### src/cda_pkg.sv
// Package for the calendar date unit: word types, opcodes, status codes
// and the small calendar helper functions. No dependencies.
package cda_pkg;

    localparam int QUEUE_DEPTH = 2;
    localparam logic [21:0] LAST_DAY = 22'd3652058;

    typedef enum logic [2:0] {
        OP_ADD_DAYS = 3'd0, OP_SUB_DAYS = 3'd1, OP_ADD_MONTHS = 3'd2,
        OP_SUB_MONTHS = 3'd3, OP_ADD_YEARS = 3'd4, OP_SUB_YEARS = 3'd5,
        OP_DIFF = 3'd6, OP_NOP = 3'd7
    } op_t;

    localparam logic [1:0] ST_OK = 2'd0;
    localparam logic [1:0] ST_INVALID = 2'd1;
    localparam logic [1:0] ST_RANGE = 2'd2;

    typedef struct packed {
        logic [2:0]  opcode;
        logic [4:0]  day_a;
        logic [3:0]  month_a;
        logic [13:0] year_a;
        logic [14:0] amount;
        logic [4:0]  day_b;
        logic [3:0]  month_b;
        logic [13:0] year_b;
    } in_word_t;

    typedef struct packed {
        logic [4:0]  res_day;
        logic [3:0]  res_month;
        logic [13:0] res_year;
        logic [21:0] day_diff;
        logic        a_before_b;
        logic        a_equal_b;
        logic [1:0]  status;
    } out_word_t;

    // Classified command handed from the front to the back.
    typedef struct packed {
        logic [2:0]  opcode;
        logic        invalid;
        logic [4:0]  day_a;
        logic [3:0]  month_a;
        logic [13:0] year_a;
        logic [14:0] amount;
        logic [4:0]  day_b;
        logic [3:0]  month_b;
        logic [13:0] year_b;
    } cmd_t;

    // Floor of x / 25 by reciprocal multiplication; exact for every 14-bit x.
    function automatic logic [13:0] div25(input logic [13:0] x);
        logic [27:0] p;
        begin
            p = 28'(x) * 28'd5243;
            return 14'(p >> 17);
        end
    endfunction

    // A year divisible by 100 is one divisible by 4 and by 25; by 400, one
    // divisible by 16 and by 25.
    function automatic logic is_leap(input logic [13:0] y);
        logic [13:0] q;
        logic        by25;
        begin
            q    = div25(y);
            by25 = (y == 14'(q * 14'd25));
            return (y[1:0] == 2'd0) && (!by25 || y[3:0] == 4'd0);
        end
    endfunction

    function automatic logic [4:0] month_days(input logic [3:0] m, input logic [13:0] y);
        case (m)
            4'd1, 4'd3, 4'd5, 4'd7, 4'd8, 4'd10, 4'd12: return 5'd31;
            4'd4, 4'd6, 4'd9, 4'd11: return 5'd30;
            4'd2: return is_leap(y) ? 5'd29 : 5'd28;
            default: return 5'd0;
        endcase
    endfunction

    function automatic logic valid_date(input logic [4:0] d, input logic [3:0] m,
                                        input logic [13:0] y);
        logic [4:0] lim;
        begin
            lim = month_days(m, y);
            return (y >= 14'd1) && (y <= 14'd9999) && (d >= 5'd1) && (d <= lim);
        end
    endfunction

endpackage

### src/calendar_date_arithmetic.sv
// Top level of the Gregorian calendar date unit.
// Instantiates cda_front and cda_back; depends on cda_pkg.
//
// Each command word is checked and queued by the front end, then worked out by
// the back end's sequencer: a day count built month by month, a six-step
// split of a day number back into years, and a month walk. An invalid date or
// a saturated month or year step goes straight to the result. The sequencer
// handles one command at a time and waits while the result word is still
// held; the two-entry queue lets new words in meanwhile.
module calendar_date_arithmetic (
    input  logic               clk,
    input  logic               rst_n,
    input  logic               in_valid,
    output logic               in_ready,
    input  cda_pkg::in_word_t  in_word,
    output logic               out_valid,
    input  logic               out_ready,
    output cda_pkg::out_word_t out_word
);
    import cda_pkg::*;

    cmd_t cmd;
    logic cmd_valid, cmd_ready;

    // Front end with command queue.
    cda_front u_front (
        .clk(clk), .rst_n(rst_n), .valid(in_valid), .ready(in_ready),
        .in_word(in_word), .cmd_valid(cmd_valid), .cmd_ready(cmd_ready), .cmd(cmd)
    );

    // Back end sequencer and result register.
    cda_back u_back (
        .clk(clk), .rst_n(rst_n), .cmd_valid(cmd_valid), .cmd_ready(cmd_ready),
        .cmd(cmd), .valid(out_valid), .ready(out_ready), .out_word(out_word)
    );
endmodule

### src/cda_front.sv
// Front end: accepts command words, checks the dates and pushes classified
// commands into a small queue. Depends on cda_pkg.
module cda_front (
    input  logic              clk,
    input  logic              rst_n,
    input  logic              valid,
    output logic              ready,
    input  cda_pkg::in_word_t in_word,
    output logic              cmd_valid,
    input  logic              cmd_ready,
    output cda_pkg::cmd_t     cmd
);
    import cda_pkg::*;

    localparam int PW = (QUEUE_DEPTH > 1) ? $clog2(QUEUE_DEPTH) : 1;

    cmd_t          q_reg [QUEUE_DEPTH];
    logic [PW-1:0] wr_reg, rd_reg;
    logic [PW:0]   cnt_reg;
    cmd_t          c;
    logic          push, pop;

    // Classify the incoming word.
    always_comb
    begin
        c.opcode  = in_word.opcode;
        c.day_a   = in_word.day_a;
        c.month_a = in_word.month_a;
        c.year_a  = in_word.year_a;
        c.amount  = in_word.amount;
        c.day_b   = in_word.day_b;
        c.month_b = in_word.month_b;
        c.year_b  = in_word.year_b;
        c.invalid = !valid_date(in_word.day_a, in_word.month_a, in_word.year_a) ||
                    (in_word.opcode == OP_DIFF &&
                     !valid_date(in_word.day_b, in_word.month_b, in_word.year_b));
    end

    assign ready     = (cnt_reg != (PW+1)'(QUEUE_DEPTH));
    assign cmd_valid = (cnt_reg != '0);
    assign cmd       = q_reg[rd_reg];
    assign push      = valid && ready;
    assign pop       = cmd_valid && cmd_ready;

    // Queue storage.
    always_ff @(posedge clk)
    begin
        if (push)
        begin
            q_reg[wr_reg] <= c;
        end
    end

    // Queue pointers.
    always_ff @(posedge clk or negedge rst_n)
    begin
        if (!rst_n)
        begin
            wr_reg  <= '0;
            rd_reg  <= '0;
            cnt_reg <= '0;
        end
        else
        begin
            if (push)
            begin
                wr_reg <= (wr_reg == PW'(QUEUE_DEPTH-1)) ? '0 : wr_reg + 1'b1;
            end
            if (pop)
            begin
                rd_reg <= (rd_reg == PW'(QUEUE_DEPTH-1)) ? '0 : rd_reg + 1'b1;
            end
            cnt_reg <= cnt_reg + (PW+1)'(push) - (PW+1)'(pop);
        end
    end
endmodule

### src/cda_back.sv
// Back end: carries out one command at a time with a stepping sequencer
// (years, then months, then days) and holds the result word. Depends on cda_pkg.
module cda_back (
    input  logic               clk,
    input  logic               rst_n,
    input  logic               cmd_valid,
    output logic               cmd_ready,
    input  cda_pkg::cmd_t      cmd,
    output logic               valid,
    input  logic               ready,
    output cda_pkg::out_word_t out_word
);
    import cda_pkg::*;

    typedef enum logic [3:0] {
        S_IDLE, S_YEARS, S_MONTHS, S_MDIV, S_FINISH, S_DIV, S_SPLIT, S_MSCAN, S_DONE
    } state_t;

    state_t      state_reg;
    cmd_t        cmd_reg;
    logic        second_reg;      // converting date B for a difference
    logic [13:0] yi_reg;          // year whose month lengths the day count adds
    logic [3:0]  mi_reg;
    logic [21:0] acc_reg;         // running day count
    logic [21:0] na_reg;
    logic [21:0] n_reg;           // day number to convert back, or month index
    logic [18:0] q_reg;           // year count built by division
    logic [21:0] r_reg;
    logic [2:0]  dstep_reg;
    logic [13:0] ry_reg;
    logic [3:0]  rm_reg;
    logic [8:0]  rd_reg;
    logic [1:0]  st_reg;
    logic        out_valid_reg;
    out_word_t   out_reg;

    logic [4:0]  cur_d;
    logic [3:0]  cur_m;
    logic [13:0] cur_y;
    logic [13:0] yp;
    logic [13:0] cent;            // yp / 100
    logic [21:0] base_days;
    logic [18:0] mt;              // month index ya*12+ma-1
    logic signed [20:0] mt_s;
    logic [4:0]  lim;
    logic [21:0] sum_add;
    logic signed [23:0] sum_sub;
    logic [26:0] e400_prod;
    logic [4:0]  e400;            // 400-year cycles, low by at most one
    logic [21:0] e4_prod;
    logic [4:0]  e4;              // 4-year cycles, low by at most one
    logic [31:0] mq_prod;
    logic [13:0] mq;              // month index / 12
    logic [3:0]  mr;              // month index % 12
    out_word_t   res_word;
    logic        load_out;

    assign cmd_ready = (state_reg == S_IDLE);
    assign valid     = out_valid_reg;
    assign out_word  = out_reg;

    // Date being turned into a day number.
    assign cur_d = second_reg ? cmd_reg.day_b : cmd_reg.day_a;
    assign cur_m = second_reg ? cmd_reg.month_b : cmd_reg.month_a;
    assign cur_y = second_reg ? cmd_reg.year_b : cmd_reg.year_a;
    assign yp    = cur_y - 14'd1;
    // Whole years before cur_y: 365*p + p/4 - p/100 + p/400.
    assign cent      = div25({2'b0, yp[13:2]});
    assign base_days = 22'(22'(yp) * 22'd365) + 22'(yp[13:2]) - 22'(cent)
                       + 22'(cent[13:2]);
    assign sum_add = acc_reg + 22'(cmd_reg.amount);
    assign sum_sub = $signed({2'b0, acc_reg}) - $signed({9'b0, cmd_reg.amount});
    assign mt      = 19'(19'(cmd_reg.year_a) * 19'd12) + 19'(cmd_reg.month_a) - 19'd1;
    assign lim     = month_days(rm_reg, ry_reg);

    // Quotient estimates by reciprocal multiplication; one compare fixes them.
    assign e400_prod = 27'(n_reg) * 27'd28;
    assign e400      = 5'(e400_prod >> 22);
    assign e4_prod   = r_reg * 22'd44;
    assign e4        = 5'(e4_prod >> 16);

    // Month index split into year and month: t / 12 = (t / 4) / 3, exact here.
    assign mq_prod = 32'(n_reg[21:2]) * 32'd43691;
    assign mq      = 14'(mq_prod >> 17);
    assign mr      = 4'(n_reg - 22'(mq) * 22'd12);

    assign load_out = (state_reg == S_DONE) && (!out_valid_reg || ready);

    always_comb
    begin
        case (cmd_reg.opcode)
            OP_ADD_MONTHS: mt_s = $signed({2'b0, mt}) + $signed({6'b0, cmd_reg.amount});
            OP_SUB_MONTHS: mt_s = $signed({2'b0, mt}) - $signed({6'b0, cmd_reg.amount});
            OP_ADD_YEARS:  mt_s = $signed(21'(mt)) +
                                  $signed(21'(21'(cmd_reg.amount) * 21'd12));
            default:       mt_s = $signed(21'(mt)) -
                                  $signed(21'(21'(cmd_reg.amount) * 21'd12));
        endcase
    end

    // Result word assembled from the finished command.
    always_comb
    begin
        res_word = '0;
        if (st_reg == ST_INVALID)
        begin
            res_word.status = ST_INVALID;
        end
        else if (cmd_reg.opcode == OP_DIFF)
        begin
            res_word.day_diff   = (na_reg > acc_reg) ? na_reg - acc_reg : acc_reg - na_reg;
            res_word.a_before_b = na_reg < acc_reg;
            res_word.a_equal_b  = na_reg == acc_reg;
            res_word.status     = st_reg;
        end
        else
        begin
            res_word.res_day   = 5'(rd_reg);
            res_word.res_month = rm_reg;
            res_word.res_year  = ry_reg;
            res_word.status    = st_reg;
        end
    end

    // Sequencer.
    always_ff @(posedge clk or negedge rst_n)
    begin
        if (!rst_n)
        begin
            state_reg     <= S_IDLE;
            out_valid_reg <= 1'b0;
            second_reg    <= 1'b0;
        end
        else
        begin
            out_valid_reg <= load_out || (out_valid_reg && !ready);
            case (state_reg)
                S_IDLE:
                begin
                    if (cmd_valid)
                    begin
                        cmd_reg    <= cmd;
                        second_reg <= 1'b0;
                        st_reg     <= ST_OK;
                        state_reg  <= S_YEARS;
                    end
                end
                // Invalid check, month index clamp, else day count: whole years first.
                S_YEARS:
                begin
                    if (cmd_reg.invalid)
                    begin
                        st_reg    <= ST_INVALID;
                        state_reg <= S_DONE;
                    end
                    else if (cmd_reg.opcode inside {OP_ADD_MONTHS, OP_SUB_MONTHS,
                                                    OP_ADD_YEARS, OP_SUB_YEARS})
                    begin
                        if (mt_s > 21'sd119999)
                        begin
                            st_reg <= ST_RANGE;
                            ry_reg <= 14'd9999; rm_reg <= 4'd12; rd_reg <= 9'd31;
                            state_reg <= S_DONE;
                        end
                        else if (mt_s < 21'sd12)
                        begin
                            st_reg <= ST_RANGE;
                            ry_reg <= 14'd1; rm_reg <= 4'd1; rd_reg <= 9'd1;
                            state_reg <= S_DONE;
                        end
                        else
                        begin
                            n_reg     <= 22'(mt_s);
                            state_reg <= S_MDIV;
                        end
                    end
                    else
                    begin
                        acc_reg   <= base_days + 22'(cur_d) - 22'd1;
                        mi_reg    <= 4'd1;
                        yi_reg    <= cur_y;
                        state_reg <= S_MONTHS;
                    end
                end
                // Then the months of the current year, one per cycle.
                S_MONTHS:
                begin
                    if (mi_reg < cur_m)
                    begin
                        acc_reg <= acc_reg + 22'(month_days(mi_reg, yi_reg));
                        mi_reg  <= mi_reg + 4'd1;
                    end
                    else if (cmd_reg.opcode == OP_DIFF && !second_reg)
                    begin
                        na_reg     <= acc_reg;
                        second_reg <= 1'b1;
                        state_reg  <= S_YEARS;
                    end
                    else if (cmd_reg.opcode == OP_DIFF)
                    begin
                        state_reg <= S_DONE;
                    end
                    else
                    begin
                        if (cmd_reg.opcode == OP_ADD_DAYS)
                        begin
                            if (sum_add > LAST_DAY)
                            begin
                                n_reg <= LAST_DAY; st_reg <= ST_RANGE;
                            end
                            else
                            begin
                                n_reg <= sum_add;
                            end
                        end
                        else if (cmd_reg.opcode == OP_SUB_DAYS)
                        begin
                            if (sum_sub < 0)
                            begin
                                n_reg <= '0; st_reg <= ST_RANGE;
                            end
                            else
                            begin
                                n_reg <= 22'(sum_sub);
                            end
                        end
                        else
                        begin
                            n_reg <= acc_reg;
                        end
                        dstep_reg <= 3'd0;
                        state_reg <= S_DIV;
                    end
                end
                // Split the month index into year and month, keeping the day.
                S_MDIV:
                begin
                    ry_reg    <= mq;
                    rm_reg    <= mr + 4'd1;
                    rd_reg    <= 9'(cmd_reg.day_a);
                    state_reg <= S_FINISH;
                end
                // Clamp the kept day to the new month's length.
                S_FINISH:
                begin
                    if (rd_reg > 9'(lim))
                    begin
                        rd_reg <= 9'(lim);
                    end
                    state_reg <= S_DONE;
                end
                // Split the day number by 400, 100, 4 and 1 year cycles.
                S_DIV:
                begin
                    case (dstep_reg)
                        3'd0:
                        begin
                            q_reg <= 19'(e400) * 19'd400;
                            r_reg <= n_reg - 22'(e400) * 22'd146097;
                        end
                        3'd1:
                        begin
                            if (r_reg >= 22'd146097)
                            begin
                                q_reg <= q_reg + 19'd400; r_reg <= r_reg - 22'd146097;
                            end
                        end
                        3'd2:
                        begin
                            // The last day of a 400-year cycle stays in the fourth century.
                            if (r_reg >= 22'd109572)
                            begin
                                q_reg <= q_reg + 19'd300; r_reg <= r_reg - 22'd109572;
                            end
                            else if (r_reg >= 22'd73048)
                            begin
                                q_reg <= q_reg + 19'd200; r_reg <= r_reg - 22'd73048;
                            end
                            else if (r_reg >= 22'd36524)
                            begin
                                q_reg <= q_reg + 19'd100; r_reg <= r_reg - 22'd36524;
                            end
                        end
                        3'd3:
                        begin
                            q_reg <= q_reg + 19'(e4) * 19'd4;
                            r_reg <= r_reg - 22'(e4) * 22'd1461;
                        end
                        3'd4:
                        begin
                            if (r_reg >= 22'd1461)
                            begin
                                q_reg <= q_reg + 19'd4; r_reg <= r_reg - 22'd1461;
                            end
                        end
                        default:
                        begin
                            // The last day of a leap year stays in the fourth year.
                            if (r_reg >= 22'd1095)
                            begin
                                q_reg <= q_reg + 19'd3; r_reg <= r_reg - 22'd1095;
                            end
                            else if (r_reg >= 22'd730)
                            begin
                                q_reg <= q_reg + 19'd2; r_reg <= r_reg - 22'd730;
                            end
                            else if (r_reg >= 22'd365)
                            begin
                                q_reg <= q_reg + 19'd1; r_reg <= r_reg - 22'd365;
                            end
                        end
                    endcase
                    dstep_reg <= dstep_reg + 3'd1;
                    if (dstep_reg == 3'd5)
                    begin
                        state_reg <= S_SPLIT;
                    end
                end
                S_SPLIT:
                begin
                    ry_reg    <= 14'(q_reg) + 14'd1;
                    rm_reg    <= 4'd1;
                    state_reg <= S_MSCAN;
                end
                // Walk months while the remainder covers them.
                S_MSCAN:
                begin
                    if (rm_reg < 4'd12 && r_reg >= 22'(lim))
                    begin
                        r_reg  <= r_reg - 22'(lim);
                        rm_reg <= rm_reg + 4'd1;
                    end
                    else
                    begin
                        rd_reg    <= 9'(r_reg) + 9'd1;
                        state_reg <= S_DONE;
                    end
                end
                // Hand the result to the output register when it is free.
                S_DONE:
                begin
                    if (load_out)
                    begin
                        out_reg   <= res_word;
                        state_reg <= S_IDLE;
                    end
                end
                default:
                begin
                    state_reg <= S_IDLE;
                end
            endcase
        end
    end
endmodule

### config.mk
export PLATFORM = sky130hd
export DESIGN_NAME = calendar_date_arithmetic
export DESIGN_NICKNAME = d
export VERILOG_FILES = /design/src/cda_pkg.sv /design/src/calendar_date_arithmetic.sv /design/src/cda_front.sv /design/src/cda_back.sv
export SDC_FILE = /design/constraint.sdc
export NUM_CORES = 2
export LEC_CHECK = 0
export BUFFER_PORTS_ARGS = -buffer_cell sky130_fd_sc_hd__buf_2
export CELL_PAD_IN_SITES_DETAIL_PLACEMENT = 1
export CELL_PAD_IN_SITES_GLOBAL_PLACEMENT = 1
export CORE_UTILIZATION = 44
export DETAILED_ROUTE_END_ITERATION = 7
export PLACE_DENSITY = 0.73
export SLEW_MARGIN = 0
export SYNTH_ARGS = -nofsm -noshare
export SYNTH_HDL_FRONTEND = slang
export SYNTH_SLANG_ARGS = --single-unit
### constraint.sdc
create_clock -name clk -period 10.8 [get_ports clk]
set_input_delay 2.16 -clock clk [delete_from_list [all_inputs] [get_ports clk]]
set_output_delay 2.16 -clock clk [all_outputs]
set_load 0.02 [all_outputs]
==> impl_metrics.py <==
metrics = {
    "synthesis": {
        "syn_area_um2": 67130,
        "synth-edff-count": 396,
        "synthArstFlopShare": 0.02463,
        "syn_nets": 9114,
        "ys_seq_elements": 406,
        "ys.flop_type": "edfxtp_1",
        "synth.distinct_cells": 95,
        "yosysSeqAreaShare": 0.1809,
        "synth_cells": 7207,
        "synth_warnings": 0,
        "syn_area_per_cell_um2": 9.314,
    },
    "placed_design": {
        "postPlaceCellArea_um2": 73300,
        "hpwl_mm": 184.9,
        "gp_congestion": 0.9498,
        "port_buffers": 118,
        "place_inst": 9614,
    },
    "timing": {
        "finalMaxSlewViolations": 0,
        "setup_viol": 39,
        "clock.fmax_mhz": 86.09,
        "period_minus_slack_ps": 11620,
        "slew-limit-headroom": 0.2263,
        "rsz0062_at_grt": "true",
        "fin_skew_ps": 43.65,
        "worst_slack_ps": -816.2,
        "worst_pin_slew_ps": 1156,
        "min_period_over_period": 1.076,
        "hold_violations": 0,
    },
    "critical_path": {
        "crit_required_ps": 11160,
        "reg2reg_slack_ps": -820,
        "end_kind": "flop",
        "start_kind": "flop",
        "cpMostUsedCell": "fa_1",
        "cp_max_fo": 7,
        "max_stage_delay_ps": 550,
        "reg2reg_depth": 46,
        "critPathSlowestCell": "dfrtp_2",
        "path_class": "flop to flop",
        "arrival_ps": 11980,
    },
    "floorplanning": {
        "die_w_um": 392.6,
        "ioPinCount": 119,
        "design.core.area_um2": 150700,
        "die_y_um": 392.6,
        "row_count": 142,
        "start_util": 0.4456,
        "die-area_um2": 154100,
    },
    "clocking": {
        "cts_sinks": 406,
        "cts_root_buf": "clkbuf_16",
        "htree_levels": 2,
        "clk-insertion-delay-late_ps": 660,
        "cts_buffers": 51,
        "clk_path_buf_depth": 3,
        "cts_tree": "yes",
        "path_clk_slew_ps": 60,
    },
    "layout": {
        "layout-drive-gt1-share": 0.1491,
        "nets": 9645,
        "largest_reg_flops": 130,
        "area.growth.synth_to_final_pct": 15.29,
        "fin_cells": 9801,
        "fin_area_um2": 77390,
    },
    "min_path": {
        "holdCritPathClass": "flop to flop",
        "hold-path-cell-count": 1,
    },
    "run_status": {
        "failed_checks": "negative setup slack",
        "status": "complete, but fails checks",
    },
    "detailed_routing": {
        "vias_per_cell": 5.740,
        "vias": 56250,
        "antenna_left": 0,
        "wl_per_cell_um": 23.35,
        "firstDrtPassIters": 8,
        "drtIter0Drc": 3995,
        "drt_drc_violations_left": 0,
        "wl_mm": 228.9,
    },
    "grt": {
        "grt_overflow": 0,
        "grt_max_degree": 66,
        "grt_pass1_wl_mm": 353.3,
        "grt_pass1_vias": 61870,
        "grt_util_all_layers": 0.2951,
        "antenna_found_initial": 13,
    },
    "job": {
        "cap_viol_max_count": 0,
    },
}
[logic make-up (layout without fill, tap and decap cells)]
| group | after synthesis | after routing | synth area share |
|---|---|---|---|
| fa+ha+maj | 1839 | 1839 | 0.4100 |
| compound gates | 1467 | 1468 | 0.1444 |
| xor+xnor | 469 | 469 | 0.06119 |
| other cells | 0 | 5 | 0 |
| mux | 118 | 118 | 0.01909 |
| flops | 406 | 406 | 0.1809 |
| simple gates | 1334 | 1334 | 0.09631 |
| buf+inv | 1574 | 2146 | 0.08820 |
[layout by cell type (no fill, tap or decap), drive strengths merged, types with 60 or more instances in the layout]
cell type,n
nor2,386
buf,670
inv,1379
edfxtp,396
nand3,103
nand2,320
xor2,111
nor2b,66
clkbuf,60
a21o,131
nand2b,67
mux2,80
o21ai,257
fa,601
xnor2,358
ha,1238
a21oi,436
nor3,103
[area by class of cell]
class                   count  area, um2
repair buffers            670       4878
fillers                 17230      73270
well taps                2016       2522
inverters                1381       5186
clock inverters            35      485.5
diodes                      5      12.51
multi-input cells        5228      50790
clock buffers              60       1373
flip-flops and latches    406      12140
[worst max-delay path, delay by kind of cell (launching register included)]
family,cells,cell delay (ps)
compound gates,14,2370
xor+xnor,3,690
fa+ha+maj,12,5390
buf+inv,8,500
flops,1,550
mux,1,340
simple gates,8,1530
[cell usage after synthesis, types with 103 or more instances]
| library cell | instances | area, um2 |
|---|---|---|
| inv_1 | 1372 | 5150 |
| ha_1 | 1238 | 15490 |
| fa_1 | 601 | 12030 |
| a21oi_1 | 436 | 2182 |
| edfxtp_1 | 396 | 11890 |
| nor2_1 | 382 | 1434 |
| xnor2_1 | 358 | 3136 |
| nand2_1 | 319 | 1197 |
| o21ai_0 | 253 | 1266 |
| clkbuf_1 | 174 | 653.1 |
| a21o_1 | 131 | 983.4 |
| xor2_1 | 111 | 972.2 |
| nand3_1 | 103 | 515.5 |
| nor3_1 | 103 | 515.5 |
[final timing paths]
path / start / to
setup / recovery: u_back.second_reg / u_back.acc_reg[21]
hold / removal: u_front.cnt_reg[1] / u_front.cnt_reg[1]
setup reg to reg: u_back.second_reg / u_back.acc_reg[21]
hold reg to reg: u_front.cnt_reg[1] / u_front.cnt_reg[1]
max in group asynchronous: rst_n / u_front.rd_reg
min in group asynchronous: rst_n / u_back.valid
[metrics by stage]
stage                       util  worst slack (ps)  TNS (ps)  hold slack [ps]
after global placement    0.4865            -872.5    -27230            487.6
after detailed placement  0.4865             -1246    -50950            502.5
after global routing      0.5136             -1186    -28280            559.3
after CTS                 0.5072            -451.8     -1594            516.8
final                     0.5137            -816.2     -6159            519.2
after floorplan                -             4.611         0            424.4
[repair_timing]
item / in CTS / in global routing
gates cloned: 1 / 0
hold buffers: 0 / 0
endpoints found under the setup margin: 70 / 69
resized for setup: 151 / 154
buffers inserted: 63 / 27
pin swaps: 139 / 114
[routing by layer]
metal,GRT usage,share of wire,up-vias,routed length (um)
li1,-,-,25660,-
met1,0.3746,0.42,28410,95630
met2,0.5057,0.48,1660,110100
met3,0.02895,0.051,512,11710
met4,0.1333,0.050,14,11400
met5,0,0.00036,-,82
Power is not shown: default switching activity piles up to over one toggle a cycle in this logic, so the estimate is an artifact.
